**src/hw/rtl/rrss_pkg.sv**
```systemverilog
// ----------------------------------------------------------------------------
// rrss_pkg: shared types and constants of the round-robin sleep scheduler.
// ----------------------------------------------------------------------------
`default_nettype none
package rrss_pkg;
  localparam int unsigned MaxThreads = 16;
  localparam int unsigned SlotW = $clog2(MaxThreads);
  localparam int unsigned CntW = $clog2(MaxThreads + 1);

  typedef enum logic [2:0] {
    OP_ADD = 3'd0, OP_TICK = 3'd1, OP_SLEEP = 3'd2, OP_KILL = 3'd3, OP_PREEMPT = 3'd4
  } op_e;

  typedef enum logic [1:0] {
    RC_DONE = 2'd0, RC_FULL = 2'd1, RC_NOREADY = 2'd2, RC_NOLIVE = 2'd3
  } rc_e;

  // Datapath commands issued by the controller.
  typedef enum logic [3:0] {
    DC_NONE, DC_LOAD, DC_SCAN_FREE, DC_PRED_STEP, DC_WALK_STEP, DC_TICK_STEP,
    DC_ADD_LINK, DC_SLEEP_SET, DC_KILL_UNLINK, DC_SET_CUR_SUCC, DC_TIME_INC
  } dcmd_e;

  typedef struct packed {
    dcmd_e cmd;
    logic  start_walk;   // Reset walk pointer to successor of running slot.
  } ctl_t;

  typedef struct packed {
    logic             full;        // live count at capacity
    logic             empty;       // no live thread
    logic             last_live;   // exactly one live thread
    logic             free_found;  // scan pointer on a free slot
    logic             pred_found;  // pred pointer's successor is running slot
    logic             ready_hit;   // walk pointer on a ready slot
    logic             walk_done;   // walk exhausted live count
    logic             sweep_last;  // tick sweep at final slot
  } sts_t;
endpackage
`default_nettype wire

```
**src/hw/rtl/round_robin_sleep_scheduler.sv**
```systemverilog
// ----------------------------------------------------------------------------
// round_robin_sleep_scheduler: ring-based thread scheduler with sleep timers.
// ----------------------------------------------------------------------------
// Each command transaction yields one result transaction. Add scans for the
// lowest free slot and then walks the ring for the running thread's
// predecessor, kill walks for the predecessor and then the ring for a ready
// thread, sleep and preempt walk the ring one slot per cycle, and tick sweeps
// all slots one per cycle. One command is in flight at a time; the result
// register holds until taken.
`default_nettype none
module round_robin_sleep_scheduler (
  input  wire logic        clk_i,
  input  wire logic        rst_ni,
  input  wire logic        s_axis_tvalid,
  output logic             s_axis_tready,
  input  wire logic [39:0] s_axis_tdata,  // [2:0] opcode, [34:3] sleep_ms
  output logic             m_axis_tvalid,
  input  wire logic        m_axis_tready,
  output logic [47:0]      m_axis_tdata   // [1:0] result_code, [5:2] running_slot,
                                          // [9:6] added_slot, [41:10] ms_time
);
  import rrss_pkg::*;

  ctl_t             ctl;
  sts_t             sts;
  logic [SlotW-1:0] cur, free_slot;
  logic [31:0]      ms_time;
  logic [1:0]       rc;
  logic             add_ok;

  rrss_ctrl u_ctrl (
    .clk_i, .rst_ni,
    .in_valid_i (s_axis_tvalid),
    .in_ready_o (s_axis_tready),
    .opcode_i   (s_axis_tdata[2:0]),
    .out_valid_o(m_axis_tvalid),
    .out_ready_i(m_axis_tready),
    .rc_o       (rc),
    .add_ok_o   (add_ok),
    .ctl_o      (ctl),
    .sts_i      (sts)
  );

  rrss_datapath u_dp (
    .clk_i, .rst_ni,
    .ctl_i      (ctl),
    .sleep_ms_i (s_axis_tdata[34:3]),
    .sts_o      (sts),
    .cur_o      (cur),
    .free_o     (free_slot),
    .time_o     (ms_time)
  );

  // The sleep length is captured by the datapath at the accepting edge, so
  // the upstream may change tdata as soon as the command is taken.
  assign m_axis_tdata = {6'd0, ms_time, (add_ok ? free_slot : 4'd0), cur, rc};
endmodule
`default_nettype wire

```
**src/hw/rtl/rrss_datapath.sv**
```systemverilog
// ----------------------------------------------------------------------------
// rrss_datapath: slot tables, pointers and time counter of the scheduler.
// ----------------------------------------------------------------------------
`default_nettype none
module rrss_datapath (
  input  wire logic                  clk_i,
  input  wire logic                  rst_ni,
  input  wire rrss_pkg::ctl_t        ctl_i,
  input  wire logic [31:0]           sleep_ms_i,
  output rrss_pkg::sts_t             sts_o,
  output logic [rrss_pkg::SlotW-1:0] cur_o,
  output logic [rrss_pkg::SlotW-1:0] free_o,
  output logic [31:0]                time_o
);
  import rrss_pkg::*;

  logic [SlotW-1:0] ring_next_q [MaxThreads];
  logic [31:0]      sleep_q [MaxThreads];
  logic [MaxThreads-1:0] used_q;
  logic [CntW-1:0]  live_q;
  logic [SlotW-1:0] cur_q, scan_q, pred_q, walk_q;
  logic [CntW-1:0]  steps_q;
  logic [31:0]      time_q;
  logic [31:0]      ms_q;
  logic [SlotW-1:0] succ;

  assign succ = ring_next_q[cur_q];

  always_ff @(posedge clk_i or negedge rst_ni) begin
    if (!rst_ni) begin
      used_q  <= '0;
      live_q  <= '0;
      cur_q   <= '0;
      time_q  <= '0;
      scan_q  <= '0;
      pred_q  <= '0;
      walk_q  <= '0;
      steps_q <= '0;
      ms_q    <= '0;
    end else begin
      if (ctl_i.start_walk) begin
        walk_q  <= succ;
        steps_q <= '0;
      end
      case (ctl_i.cmd)
        DC_LOAD: begin
          scan_q <= '0;
          pred_q <= cur_q;
          ms_q   <= sleep_ms_i;
        end
        DC_SCAN_FREE: scan_q <= scan_q + SlotW'(1);
        DC_PRED_STEP: pred_q <= ring_next_q[pred_q];
        DC_WALK_STEP: begin
          if (used_q[walk_q] && sleep_q[walk_q] == 32'd0) begin
            cur_q <= walk_q;
          end else begin
            walk_q  <= ring_next_q[walk_q];
            steps_q <= steps_q + CntW'(1);
          end
        end
        DC_TICK_STEP: begin
          if (used_q[scan_q] && sleep_q[scan_q] != 32'd0) begin
            sleep_q[scan_q] <= sleep_q[scan_q] - 32'd1;
          end
          scan_q <= scan_q + SlotW'(1);
        end
        DC_ADD_LINK: begin
          sleep_q[scan_q] <= '0;
          used_q[scan_q]  <= 1'b1;
          live_q          <= live_q + CntW'(1);
          if (live_q == '0) begin
            ring_next_q[scan_q] <= scan_q;
            cur_q               <= scan_q;
          end else begin
            ring_next_q[pred_q] <= scan_q;
            ring_next_q[scan_q] <= cur_q;
          end
        end
        DC_SLEEP_SET: sleep_q[cur_q] <= ms_q;
        DC_KILL_UNLINK: begin
          ring_next_q[pred_q] <= succ;
          used_q[cur_q]       <= 1'b0;
          live_q              <= live_q - CntW'(1);
          walk_q              <= succ;
          steps_q             <= '0;
        end
        DC_SET_CUR_SUCC: cur_q <= walk_q;
        DC_TIME_INC: time_q <= time_q + 32'd1;
        default: ;
      endcase
    end
  end

  // After kill, the walk covers the remaining live threads, starting at the successor.
  always_comb begin
    sts_o.full       = (live_q == CntW'(MaxThreads));
    sts_o.empty      = (live_q == '0);
    sts_o.last_live  = (live_q == CntW'(1));
    sts_o.free_found = !used_q[scan_q];
    sts_o.pred_found = (ring_next_q[pred_q] == cur_q);
    sts_o.ready_hit  = used_q[walk_q] && (sleep_q[walk_q] == 32'd0);
    sts_o.walk_done  = (steps_q >= live_q) && (live_q != '0 || steps_q != '0);
    sts_o.sweep_last = (scan_q == SlotW'(MaxThreads - 1));
  end

  assign cur_o  = cur_q;
  assign free_o = scan_q;
  assign time_o = time_q;
endmodule
`default_nettype wire

```
**src/hw/rtl/rrss_ctrl.sv**
```systemverilog
// ----------------------------------------------------------------------------
// rrss_ctrl: command sequencer and result register of the scheduler.
// ----------------------------------------------------------------------------
`default_nettype none
module rrss_ctrl (
  input  wire logic           clk_i,
  input  wire logic           rst_ni,
  input  wire logic           in_valid_i,
  output logic                in_ready_o,
  input  wire logic [2:0]     opcode_i,
  output logic                out_valid_o,
  input  wire logic           out_ready_i,
  output logic [1:0]          rc_o,
  output logic                add_ok_o,
  output rrss_pkg::ctl_t      ctl_o,
  input  wire rrss_pkg::sts_t sts_i
);
  import rrss_pkg::*;

  typedef enum logic [3:0] {
    S_IDLE, S_DISPATCH, S_SCAN, S_PRED, S_WALK, S_TICK, S_KPRED, S_KWALK, S_DONE
  } state_e;

  state_e     state_q;
  op_e        op_q;
  logic [1:0] rc_q;
  logic       add_q;

  assign in_ready_o  = (state_q == S_IDLE);
  assign out_valid_o = (state_q == S_DONE);
  assign rc_o        = rc_q;
  assign add_ok_o    = add_q;

  always_comb begin
    ctl_o.cmd        = DC_NONE;
    ctl_o.start_walk = 1'b0;
    case (state_q)
      S_IDLE: if (in_valid_i) ctl_o.cmd = DC_LOAD;
      S_DISPATCH: begin
        case (op_q)
          OP_TICK:  ctl_o.cmd = DC_TIME_INC;
          OP_SLEEP: begin
            if (!sts_i.empty) begin
              ctl_o.cmd = DC_SLEEP_SET;
              ctl_o.start_walk = 1'b1;
            end
          end
          OP_PREEMPT: ctl_o.start_walk = !sts_i.empty;
          default: ;
        endcase
      end
      S_SCAN: if (!sts_i.free_found) ctl_o.cmd = DC_SCAN_FREE;
      S_PRED: begin
        if (sts_i.empty || sts_i.pred_found) ctl_o.cmd = DC_ADD_LINK;
        else ctl_o.cmd = DC_PRED_STEP;
      end
      S_WALK:  if (!sts_i.walk_done) ctl_o.cmd = DC_WALK_STEP;
      S_TICK:  ctl_o.cmd = DC_TICK_STEP;
      S_KPRED: begin
        if (sts_i.pred_found) ctl_o.cmd = DC_KILL_UNLINK;
        else ctl_o.cmd = DC_PRED_STEP;
      end
      S_KWALK: begin
        if (sts_i.walk_done) ctl_o.cmd = DC_SET_CUR_SUCC;
        else ctl_o.cmd = DC_WALK_STEP;
      end
      default: ;
    endcase
  end

  always_ff @(posedge clk_i or negedge rst_ni) begin
    if (!rst_ni) begin
      state_q <= S_IDLE;
      op_q    <= OP_ADD;
      rc_q    <= RC_DONE;
      add_q   <= 1'b0;
    end else begin
      case (state_q)
        S_IDLE: begin
          if (in_valid_i) begin
            op_q    <= op_e'(opcode_i);
            rc_q    <= RC_DONE;
            add_q   <= 1'b0;
            state_q <= S_DISPATCH;
          end
        end
        S_DISPATCH: begin
          case (op_q)
            OP_ADD: begin
              if (sts_i.full) begin
                rc_q <= RC_FULL;
                state_q <= S_DONE;
              end else state_q <= S_SCAN;
            end
            OP_TICK: state_q <= S_TICK;
            OP_SLEEP, OP_PREEMPT: begin
              if (sts_i.empty) begin
                rc_q <= RC_NOLIVE;
                state_q <= S_DONE;
              end else state_q <= S_WALK;
            end
            OP_KILL: begin
              if (sts_i.empty) begin
                rc_q <= RC_NOLIVE;
                state_q <= S_DONE;
              end else state_q <= S_KPRED;
            end
            default: state_q <= S_DONE;
          endcase
        end
        S_SCAN: if (sts_i.free_found) state_q <= S_PRED;
        S_PRED: begin
          if (sts_i.empty || sts_i.pred_found) begin
            add_q   <= 1'b1;
            state_q <= S_DONE;
          end
        end
        S_WALK: begin
          if (sts_i.walk_done) begin
            rc_q <= RC_NOREADY;
            state_q <= S_DONE;
          end else if (sts_i.ready_hit) state_q <= S_DONE;
        end
        S_TICK: if (sts_i.sweep_last) state_q <= S_DONE;
        S_KPRED: begin
          if (sts_i.pred_found) begin
            if (sts_i.last_live) begin
              rc_q <= RC_NOLIVE;
              state_q <= S_DONE;
            end else state_q <= S_KWALK;
          end
        end
        S_KWALK: begin
          if (sts_i.walk_done) begin
            rc_q <= RC_NOREADY;
            state_q <= S_DONE;
          end else if (sts_i.ready_hit) state_q <= S_DONE;
        end
        S_DONE: if (out_ready_i) state_q <= S_IDLE;
        default: state_q <= S_IDLE;
      endcase
    end
  end

  a_ready_idle: assert property (@(posedge clk_i) disable iff (!rst_ni)
    in_ready_o |-> !out_valid_o) else $error("ready while result pending");
  a_accept_dispatch: assert property (@(posedge clk_i) disable iff (!rst_ni)
    (in_valid_i && in_ready_o) |=> state_q == S_DISPATCH)
    else $error("accepted command not dispatched");
  a_add_rc: assert property (@(posedge clk_i) disable iff (!rst_ni)
    (out_valid_o && add_q) |-> rc_q == RC_DONE) else $error("added with error code");
endmodule
`default_nettype wire
```
**config.mk**
```make
export PLATFORM = sky130hd
export DESIGN_NAME = round_robin_sleep_scheduler
export DESIGN_NICKNAME = d
export VERILOG_FILES = /design/src/hw/rtl/rrss_pkg.sv /design/src/hw/rtl/round_robin_sleep_scheduler.sv /design/src/hw/rtl/rrss_datapath.sv /design/src/hw/rtl/rrss_ctrl.sv
export SDC_FILE = /design/constraint.sdc
export NUM_CORES = 1
export LEC_CHECK = 0
export CAP_MARGIN = 20
export CELL_PAD_IN_SITES_DETAIL_PLACEMENT = 1
export CELL_PAD_IN_SITES_GLOBAL_PLACEMENT = 1
export CORE_MARGIN = 1
export CORE_UTILIZATION = 36
export DETAILED_ROUTE_END_ITERATION = 10
export DONT_BUFFER_PORTS = 1
export PLACE_DENSITY_LB_ADDON = 0.1
export SKIP_LAST_GASP = 1
export SLEW_MARGIN = 20
export SYNTH_ARGS = -nofsm -noshare
export SYNTH_HDL_FRONTEND = slang
export SYNTH_HIERARCHICAL = 1
export SYNTH_SLANG_ARGS = --single-unit
```
**constraint.sdc**
```tcl
create_clock -name clk_i -period 12.8 [get_ports clk_i]
set_clock_uncertainty 0.1 [all_clocks]
set_input_delay 2.56 -clock clk_i [delete_from_list [all_inputs] [get_ports clk_i]]
set_output_delay 2.56 -clock clk_i [all_outputs]
set_load 0.005 [all_outputs]
```
==> metrics.txt, run 1 <==
DP HPWL=77.0 mm; Worst-Margin Slew=roughly 1.1 ns; largest family of logic cells by synthesized area=multiplexers; Comb power frac=0.1%; post-synthesis xor/xnor area fraction=around 1.9%; CTS Sinks=between 600 and 700; main flop type after synthesis=edfxtp_1; DRC=0; # IOs=94; setup bufs post-CTS=0; peak supply drop=about 0.10 mV; hold depth=1; Fmax achieved=~0.13 GHz; Slew headroom=between 20% and 30%; Final nets=2198; CP cell instances=mux4_2 -> mux4_2 -> xor2_1 -> nor4_2 -> nor2_1 -> o21bai_1 -> o211ai_1 -> a21oi_1 -> nor2b_1 -> and3_2 -> and2_1 -> buf_4 -> o21ai_1 -> nor4_2 -> buf_4; Psw=0.960 mW; Post-synth EDFFs=~580; CTS tree=done; Clk network pwr share=roughly half; share of cells above drive strength 1=23.1%; gr usage total=a little under a quarter; initial antenna violation count=5; Detailed Route Iter0 Violations=roughly 2200; Critical-path top delay cell=dfrtp_1; Design Area, Final=between 30000 and 40000 sq um; Skew-Pair Late Insertion Delay=roughly 0.66 ns; Global Route met2 Usage=between 30 and 40%; Buffers & Inverters on Critical Path=2; CP Capture Point=u_dp/sleep_q[5][23]$_DFFE_PP_; gr ovfl total=0; vias in the first global route=between 20000 and 25000; top-area cell type share of the netlist area=approximately 53%; worst r2r path cells=15; Site Rows=between 100 and 150; crit path kind=reg2reg; Initial Util=36.5%; multi-input logic area=between 10000 and 15000 sq um; total area of sequential cells=20200 sq um; via count=between 20000 and 25000; PortBufs=0; sequential share of power=between 50% and 60%; slowest stage delay, CP=~1.0 ns; CP endpoint kind=flip-flop; crit-path leading delay family=simple AND/OR/NAND/NOR gates; Leak=9.21 nW; min-delay worst type=reg2reg; Yosys top cell by area=edfxtp_1; Post-Route WL=109 mm; Detailed Routing Iterations Pass 1=5; post-CTS sizing=0; largest net degree at the start of global routing=121; Critical Path Fanout Max=38; DIE AREA=between 90000 and 100000 sq um; synthesized area per cell=15.5 sq um; Tcrit/Tclk final=roughly three fifths; GPL Wtd Cong=0.843; die span in x=approximately 300 um; H-tree lvl count=3; R2R Setup Slk=4.96 ns; post-synthesis sequential area ratio=about 62%; Sw Share=a little over 20%; GR Util met1=35.5%; Worst EP arrival=around 8 ns; Final min period=just under 8 ns; status=finished clean; ys async rst share=between 10% and 20%; Post-DRT Antenna Nets=0; # setup viols final=0; die height=slightly above 300 um; first-pass GRT wire length=around 160 mm; # hold bufs at CTS=0; Clock Tree Buf Depth=3; register bit count reported by yosys=approximately 690; RSZ-0062 raised after global routing=false; setup TNS=0 ns; Power, Total=between 4 and 5 mW; WL/cell=between 30 and 40 um; Global Route met3 Usage=under 10%; fin. max-slew vios=0; Data required, critical path=12.99 ns; placed cell areas=between 30000 and 40000 sq um; Top Usage Layer GRT=met2; Crit path depth=15; Cell Area, Synth=about 32000 sq um; Distinct cells, synth=80; Syn Inst Count=~2100; Internal Power=around 3.8 mW; Synth Area in Compound Gates=under 10%; mux contribution to synthesized area=between 10% and 20%; TritonCTS buffer count=80; Pwr Density=~130 nW/um^2; Hold Vio Cnt, Final=0; Filler cells=around 8800; Synth warnings=6; Critical Path Source=u_dp/pred_q[1]$_DFFE_PN0P_; clk slew on worst S/H paths=roughly 0.060 ns; via density per instance=slightly above 6; antenna fix cells=0; Worst Setup Start Kind=flip-flop; largest cells by area after synthesis=edfxtp_1, mux4_2, dfrtp_1; core footprint=88900 sq um; post-synthesis adder-cell area fraction=less than 1%; r2r endpoint=u_dp/sleep_q[5][23]$_DFFE_PP_; reg-to-reg startpoint=u_dp/pred_q[1]$_DFFE_PN0P_; Max-Cap Viols=0; Post-Synth Simple-Gate Area=roughly a tenth; root buffer cell=clkbuf_16; area grow syn2layout=13.4%
-- synth_stat cells, drive strengths merged, types with 37 or more instances --
cell type	instances
mux2i	83
a21oi	42
buf	53
nand3	56
nand2	115
mux2	45
a22oi	51
xnor2	53
nor3	37
clkbuf	75
edfxtp	576
dfrtp	116
nor4	134
o21ai	87
mux4	203
nand4	40
nor2	81
-- power by group through the flow --
| stage | clock [mW] | sequential, mW | combinational, mW |
|---|---|---|---|
| 3_3_place_gp | 0 | 2.47 | 0.00514 |
| 3_5_place_dp | 0 | 2.47 | 0.00540 |
| 2_1_floorplan | 0 | 2.46 | 0.00628 |
| 4_1_cts | 2.34 | 2.42 | 0.00552 |
| 5_1_grt | 2.41 | 2.42 | 0.00613 |
| 6_report | 2.29 | 2.42 | 0.00548 |
-- state kept, by name (all words and copies together) (netlist names) --
name / count
u_dp/ms_q: 32
u_dp/free_o: 4
u_dp/live_q: 5
u_dp/cur_o: 4
u_ctrl/rc_o: 2
u_ctrl/op_q: 3
u_ctrl/add_ok_o: 1
u_dp/steps_q: 5
u_dp/ring_next_q: 64
u_dp/used_q: 16
u_ctrl/state_q: 4
u_dp/sleep_q: 512
u_dp/time_o: 32
u_dp/pred_q: 4
u_dp/walk_q: 4
-- worst min path at each step --
stage / startpoint / endpoint / slack (ns)
floorplan: u_dp/used_q[7]$_DFFE_PN0P_ / u_dp/used_q[7]$_DFFE_PN0P_ / 0.37
global placement: u_dp/time_o[31]$_DFFE_PN0N_ / u_dp/time_o[31]$_DFFE_PN0N_ / 0.39
detailed placement: u_dp/time_o[31]$_DFFE_PN0N_ / u_dp/time_o[31]$_DFFE_PN0N_ / 0.39
CTS: u_dp/time_o[31]$_DFFE_PN0N_ / u_dp/time_o[31]$_DFFE_PN0N_ / 0.40
global route: u_dp/ms_q[17]$_DFFE_PN0P_ / u_dp/ms_q[17]$_DFFE_PN0P_ / 0.44
finish: u_dp/time_o[31]$_DFFE_PN0N_ / u_dp/time_o[31]$_DFFE_PN0N_ / 0.40
-- area by class of cell --
cell class                 count  share of cell area [%]
tap                         1165                    3.96
sequential                   692                    54.9
inverter                      26                   0.265
clock inverter                43                    1.21
clock buffer                 104                    5.85
multi-input combinational   1256                    32.2
timing repair buffer          81                    1.65
-- stage by stage --
stage	hold WS (ns)	setup WS, ns	std cells	util [%]
final	0.397	4.96	3367	41.4
after global routing	0.437	4.54	3367	41.4
after CTS	0.402	4.58	3367	41.4
after detailed placement	0.390	4.64	3220	38.4
after global placement	0.394	4.90	3219	38.4
after floorplan	0.367	4.29	2102	-
-- worst register-to-register path, delay by kind of cell, from the launching register on --
kind,cells,cell delay [ns]
and+or+nand+nor,6,3.18
AOI/OAI and AO/OA,4,1.11
muxes,2,1.03
DFF,1,1.02
buffers and inverters,2,0.82
xor gates and xnor gates,1,0.18
-- cells by family after synthesis --
family,after synthesis
DFF,692
and+or+nand+nor,579
muxes,331
AOI/OAI and AO/OA,252
buffers and inverters,154
xor gates and xnor gates,71
adders and majority gates,17
other,1
-- metal layers --
metal | wire length (um) | share of wire (%)
met1 | 49200 | 45
met5 | 0 | 0
met3 | 6660 | 6.1
met2 | 50900 | 47
met4 | 2200 | 2.0
-- placed cells by master (no fill, tap or decap), types with 9 or more instances in the layout --
cell type | synthesis | layout
a21oi_1 | 42 | 41
a22oi_1 | 51 | 51
and2_1 | 10 | 10
and3_1 | 10 | 9
buf_4 | 8 | 81
clkbuf_1 | 75 | 19
clkbuf_16 | 0 | 81
clkinv_1 | 0 | 15
dfrtp_1 | 116 | 113
edfxtp_1 | 576 | 576
ha_1 | 17 | 17
inv_1 | 24 | 24
mux2_2 | 42 | 42
mux2i_1 | 83 | 77
mux4_2 | 203 | 203
nand2_1 | 114 | 114
nand2b_1 | 26 | 26
nand3_1 | 56 | 56
nand4_1 | 40 | 40
nor2_1 | 81 | 80
nor2b_1 | 17 | 14
nor3_1 | 33 | 30
nor4_1 | 129 | 112
nor4_2 | 4 | 21
nor4b_1 | 14 | 13
o21ai_0 | 82 | 64
o21ai_1 | 5 | 16
o22ai_1 | 13 | 13
or3_1 | 10 | 10
xnor2_1 | 53 | 53
xor2_1 | 18 | 18
(Power assumes the default switching activity.)
==> run 2, diff against run 1 <==
Settings changed: ABC_AREA set to 1.
Clock period 12.8 ns to 6.6 ns, I/O delays scaled along.
==> run 2 against run 1 <==
Clock power is 98% higher. Register-to-register slack worse by 4.3 ns. Maximum frequency is 32% higher. Utilization is 0.66 points lower. Critical path type unchanged. Non-clock buffer count is 4 lower.
==> metrics.txt, run 2 <==
CP dominant cell by count=nand2_1; Distinct cells, synth=between 50 and 60; Largest regs=u_dp/sleep_q (512), u_dp/ring_next_q (64); Slew headroom=29.1%; main flop type after synthesis=edfxtp_1; Max-Cap Viols=0; Clk network pwr share=27.6%; antenna fix cells=0; crit path kind=reg2reg; Largest Register=u_dp/sleep_q; DP HPWL=93.2 mm; Comb power frac=a little over a third; post-synthesis sequential area ratio=between 50 and 60%; min-delay worst type=in2async; # IOs=94; max reg flops=approximately 510; most frequent cells in the layout=nand2_1, edfxtp_1, inv_1; Buffers & Inverters on Critical Path=4; DIE AREA=around 100000 sq um; core footprint=roughly 99000 sq um; top-area cell type share of the netlist area=48.0%; Final min period=slightly below 6 ns; Post-synth EDFFs=576; Tcrit/Tclk final=around 90%; setup bufs post-CTS=0; largest net degree at the start of global routing=120; setup TNS=0 ns; fin. max-slew vios=0; post-CTS sizing=0; # setup viols final=0; Internal Power=a little under 10 mW; sequential share of power=between 30% and 40%; WL/cell=roughly 24 um; GPL Wtd Cong=~0.9; CTS Sinks=slightly below 700; setup ws final=approximately 0.66 ns; DRC=0; first-pass GRT wire length=approximately 200 mm; Synth top cells by count=nand2_1, edfxtp_1, inv_1; slowest stage delay, CP=slightly below 0.5 ns; Hold Vio Cnt, Final=0; Detailed Route Iter0 Violations=2522; CP endpoint kind=flip-flop; Syn Inst Count=roughly 4200; share of cells above drive strength 1=8.00%; Clock Tree Buf Depth=3; placed cell areas=roughly 38000 sq um; crit-path leading delay family=simple AND/OR/NAND/NOR gates; most common cell after layout, fill and taps aside=nand2_1; Skew-Pair Late Insertion Delay=0.66 ns; H-tree lvl count=3; Worst Setup Start Kind=flip-flop; Initial Util=36.5%; Critical Path Fanout Max=19; Pwr Density=409 nW/um^2; Sw Share=between 40% and 50%; clk slew on worst S/H paths=roughly 0.06 ns; Data required, critical path=around 6.8 ns; root buffer cell=clkbuf_16; Critical Path Source=u_dp/pred_q[1]$_DFFE_PN0P_; worst slack, placed=around 0.86 ns; initial antenna violation count=2; gr ovfl total=0; ys async rst share=between 10% and 20%; largest cells by area after synthesis=edfxtp_1, nand2_1, dfrtp_1; Post-DRT Antenna Nets=0; Cell Area, Synth=~36000 sq um; Fmax achieved=0.168 GHz; TritonCTS buffer count=83; CTS tree=done; gr usage total=between 20% and 30%; Final nets=approximately 4200; Post-Route WL=around 130 mm; Site Rows=~120; register bit count reported by yosys=692; die height=between 300 and 400 um; vias in the first global route=roughly 30000; RSZ-0062 raised after global routing=false; Synth warnings=6; area grow syn2layout=11.8%; reg-to-reg startpoint=u_dp/pred_q[1]$_DFFE_PN0P_; via density per instance=roughly 5.3; Psw=approximately 6.7 mW; Worst EP arrival=about 6 ns; status=finished clean; # hold bufs at CTS=0; via count=~29000; Worst-Margin Slew=between 1 and 1.5 ns; Detailed Routing Iterations Pass 1=6; Leak=between 15 and 20 nW; top-count cell post-synth=nand2_1; die span in x=~320 um; synthesized area per cell=around 8.6 sq um; Critical-path top delay cell=nor3_1; Design Area, Final=40300 sq um; Yosys top cell by area=edfxtp_1; peak supply drop=approximately 0.25 mV; PortBufs=0
[run 2: cell count changes after synthesis, sizes merged, moves of 40 or more]
cell   change
inv      +446
nand3    +226
xnor2     -40
mux2i     -83
mux4     -203
nor4     -131
a21oi     +53
nand2   +1252
buf       +74
o21ai    +199
nor2     +359
[run 2: cells by family (layout without fill, tap and decap cells)]
family	Yosys count	count (layout)	share of synthesized area, %
xor gates and xnor gates	48	48	1.17
adders and majority gates	17	17	0.590
muxes	33	33	1.03
DFF	692	692	56.0
buffers and inverters	647	706	7.61
and+or+nand+nor	2239	2239	25.7
other	1	6	0.0104
AOI/OAI and AO/OA	499	499	7.84
[run 2: path summary, 6_finish.rpt]
| path | endpoint | slack, ns | cells past startpoint |
|---|---|---|---|
| worst min-delay path | u_dp/cur_o[1]$_DFFE_PN0P_ | 0.25 | 0 |
| worst max register to register | u_dp/ring_next_q[6][3]$_DFFE_PP_ | 0.66 | 26 |
| min in group clk_i | u_dp/time_o[31]$_DFFE_PN0N_ | 0.39 | 1 |
| worst max-delay path | u_dp/ring_next_q[6][3]$_DFFE_PP_ | 0.66 | 26 |
| max in group asynchronous | u_dp/time_o[31]$_DFFE_PN0N_ | 5.97 | 0 |
| worst min register to register | u_dp/time_o[31]$_DFFE_PN0N_ | 0.39 | 1 |
[run 2: stage by stage]
step	power (mW)	util [%]	hold slack (ns)	std cells
after floorplan	9.43	-	0.364	4181
after global placement	11.9	38.1	0.382	5376
after detailed placement	12.0	38.1	0.382	5376
after CTS	16.6	40.7	0.217	5527
after global routing	17.2	40.8	0.225	5527
final	16.5	40.8	0.253	5527
[run 2: layout make-up]
type	count	area (sq um)
tap	1287	1610
timing repair buffer	77	703
sequential	692	20200
inverter	478	1800
fill	11500	58600
clock buffer	115	2300
multi-input combinational	2842	13300
clock inverter	36	325
[run 2: layer usage]
metal	global-route usage, %	vias to the layer above	share of wire (%)
met5	0	-	0.0067
met4	6.85	2	2.4
met3	3.02	167	4.6
met2	42.0	735	46
met1	38.0	14700	47
li1	-	13800	-
[run 2: worst register-to-register path, delay by kind of cell (launching register included)]
family                 cells  cell delay (ns)
AO/OA/AOI/OAI              4             1.10
XOR/XNOR                   1             0.17
buffers and inverters      4             0.78
flip-flops                 1             0.44
AND/OR/NAND/NOR           17             2.99
[run 2: power groups by stage]
stage          sequential [mW]  clock [mW]  combinational (mW)
2_1_floorplan             5.82           0                3.61
3_3_place_gp              6.11           0                5.83
3_5_place_dp              6.10           0                5.90
4_1_cts                   6.02        4.66                5.92
5_1_grt                   6.03        4.80                6.40
6_report                  6.02        4.54                5.91
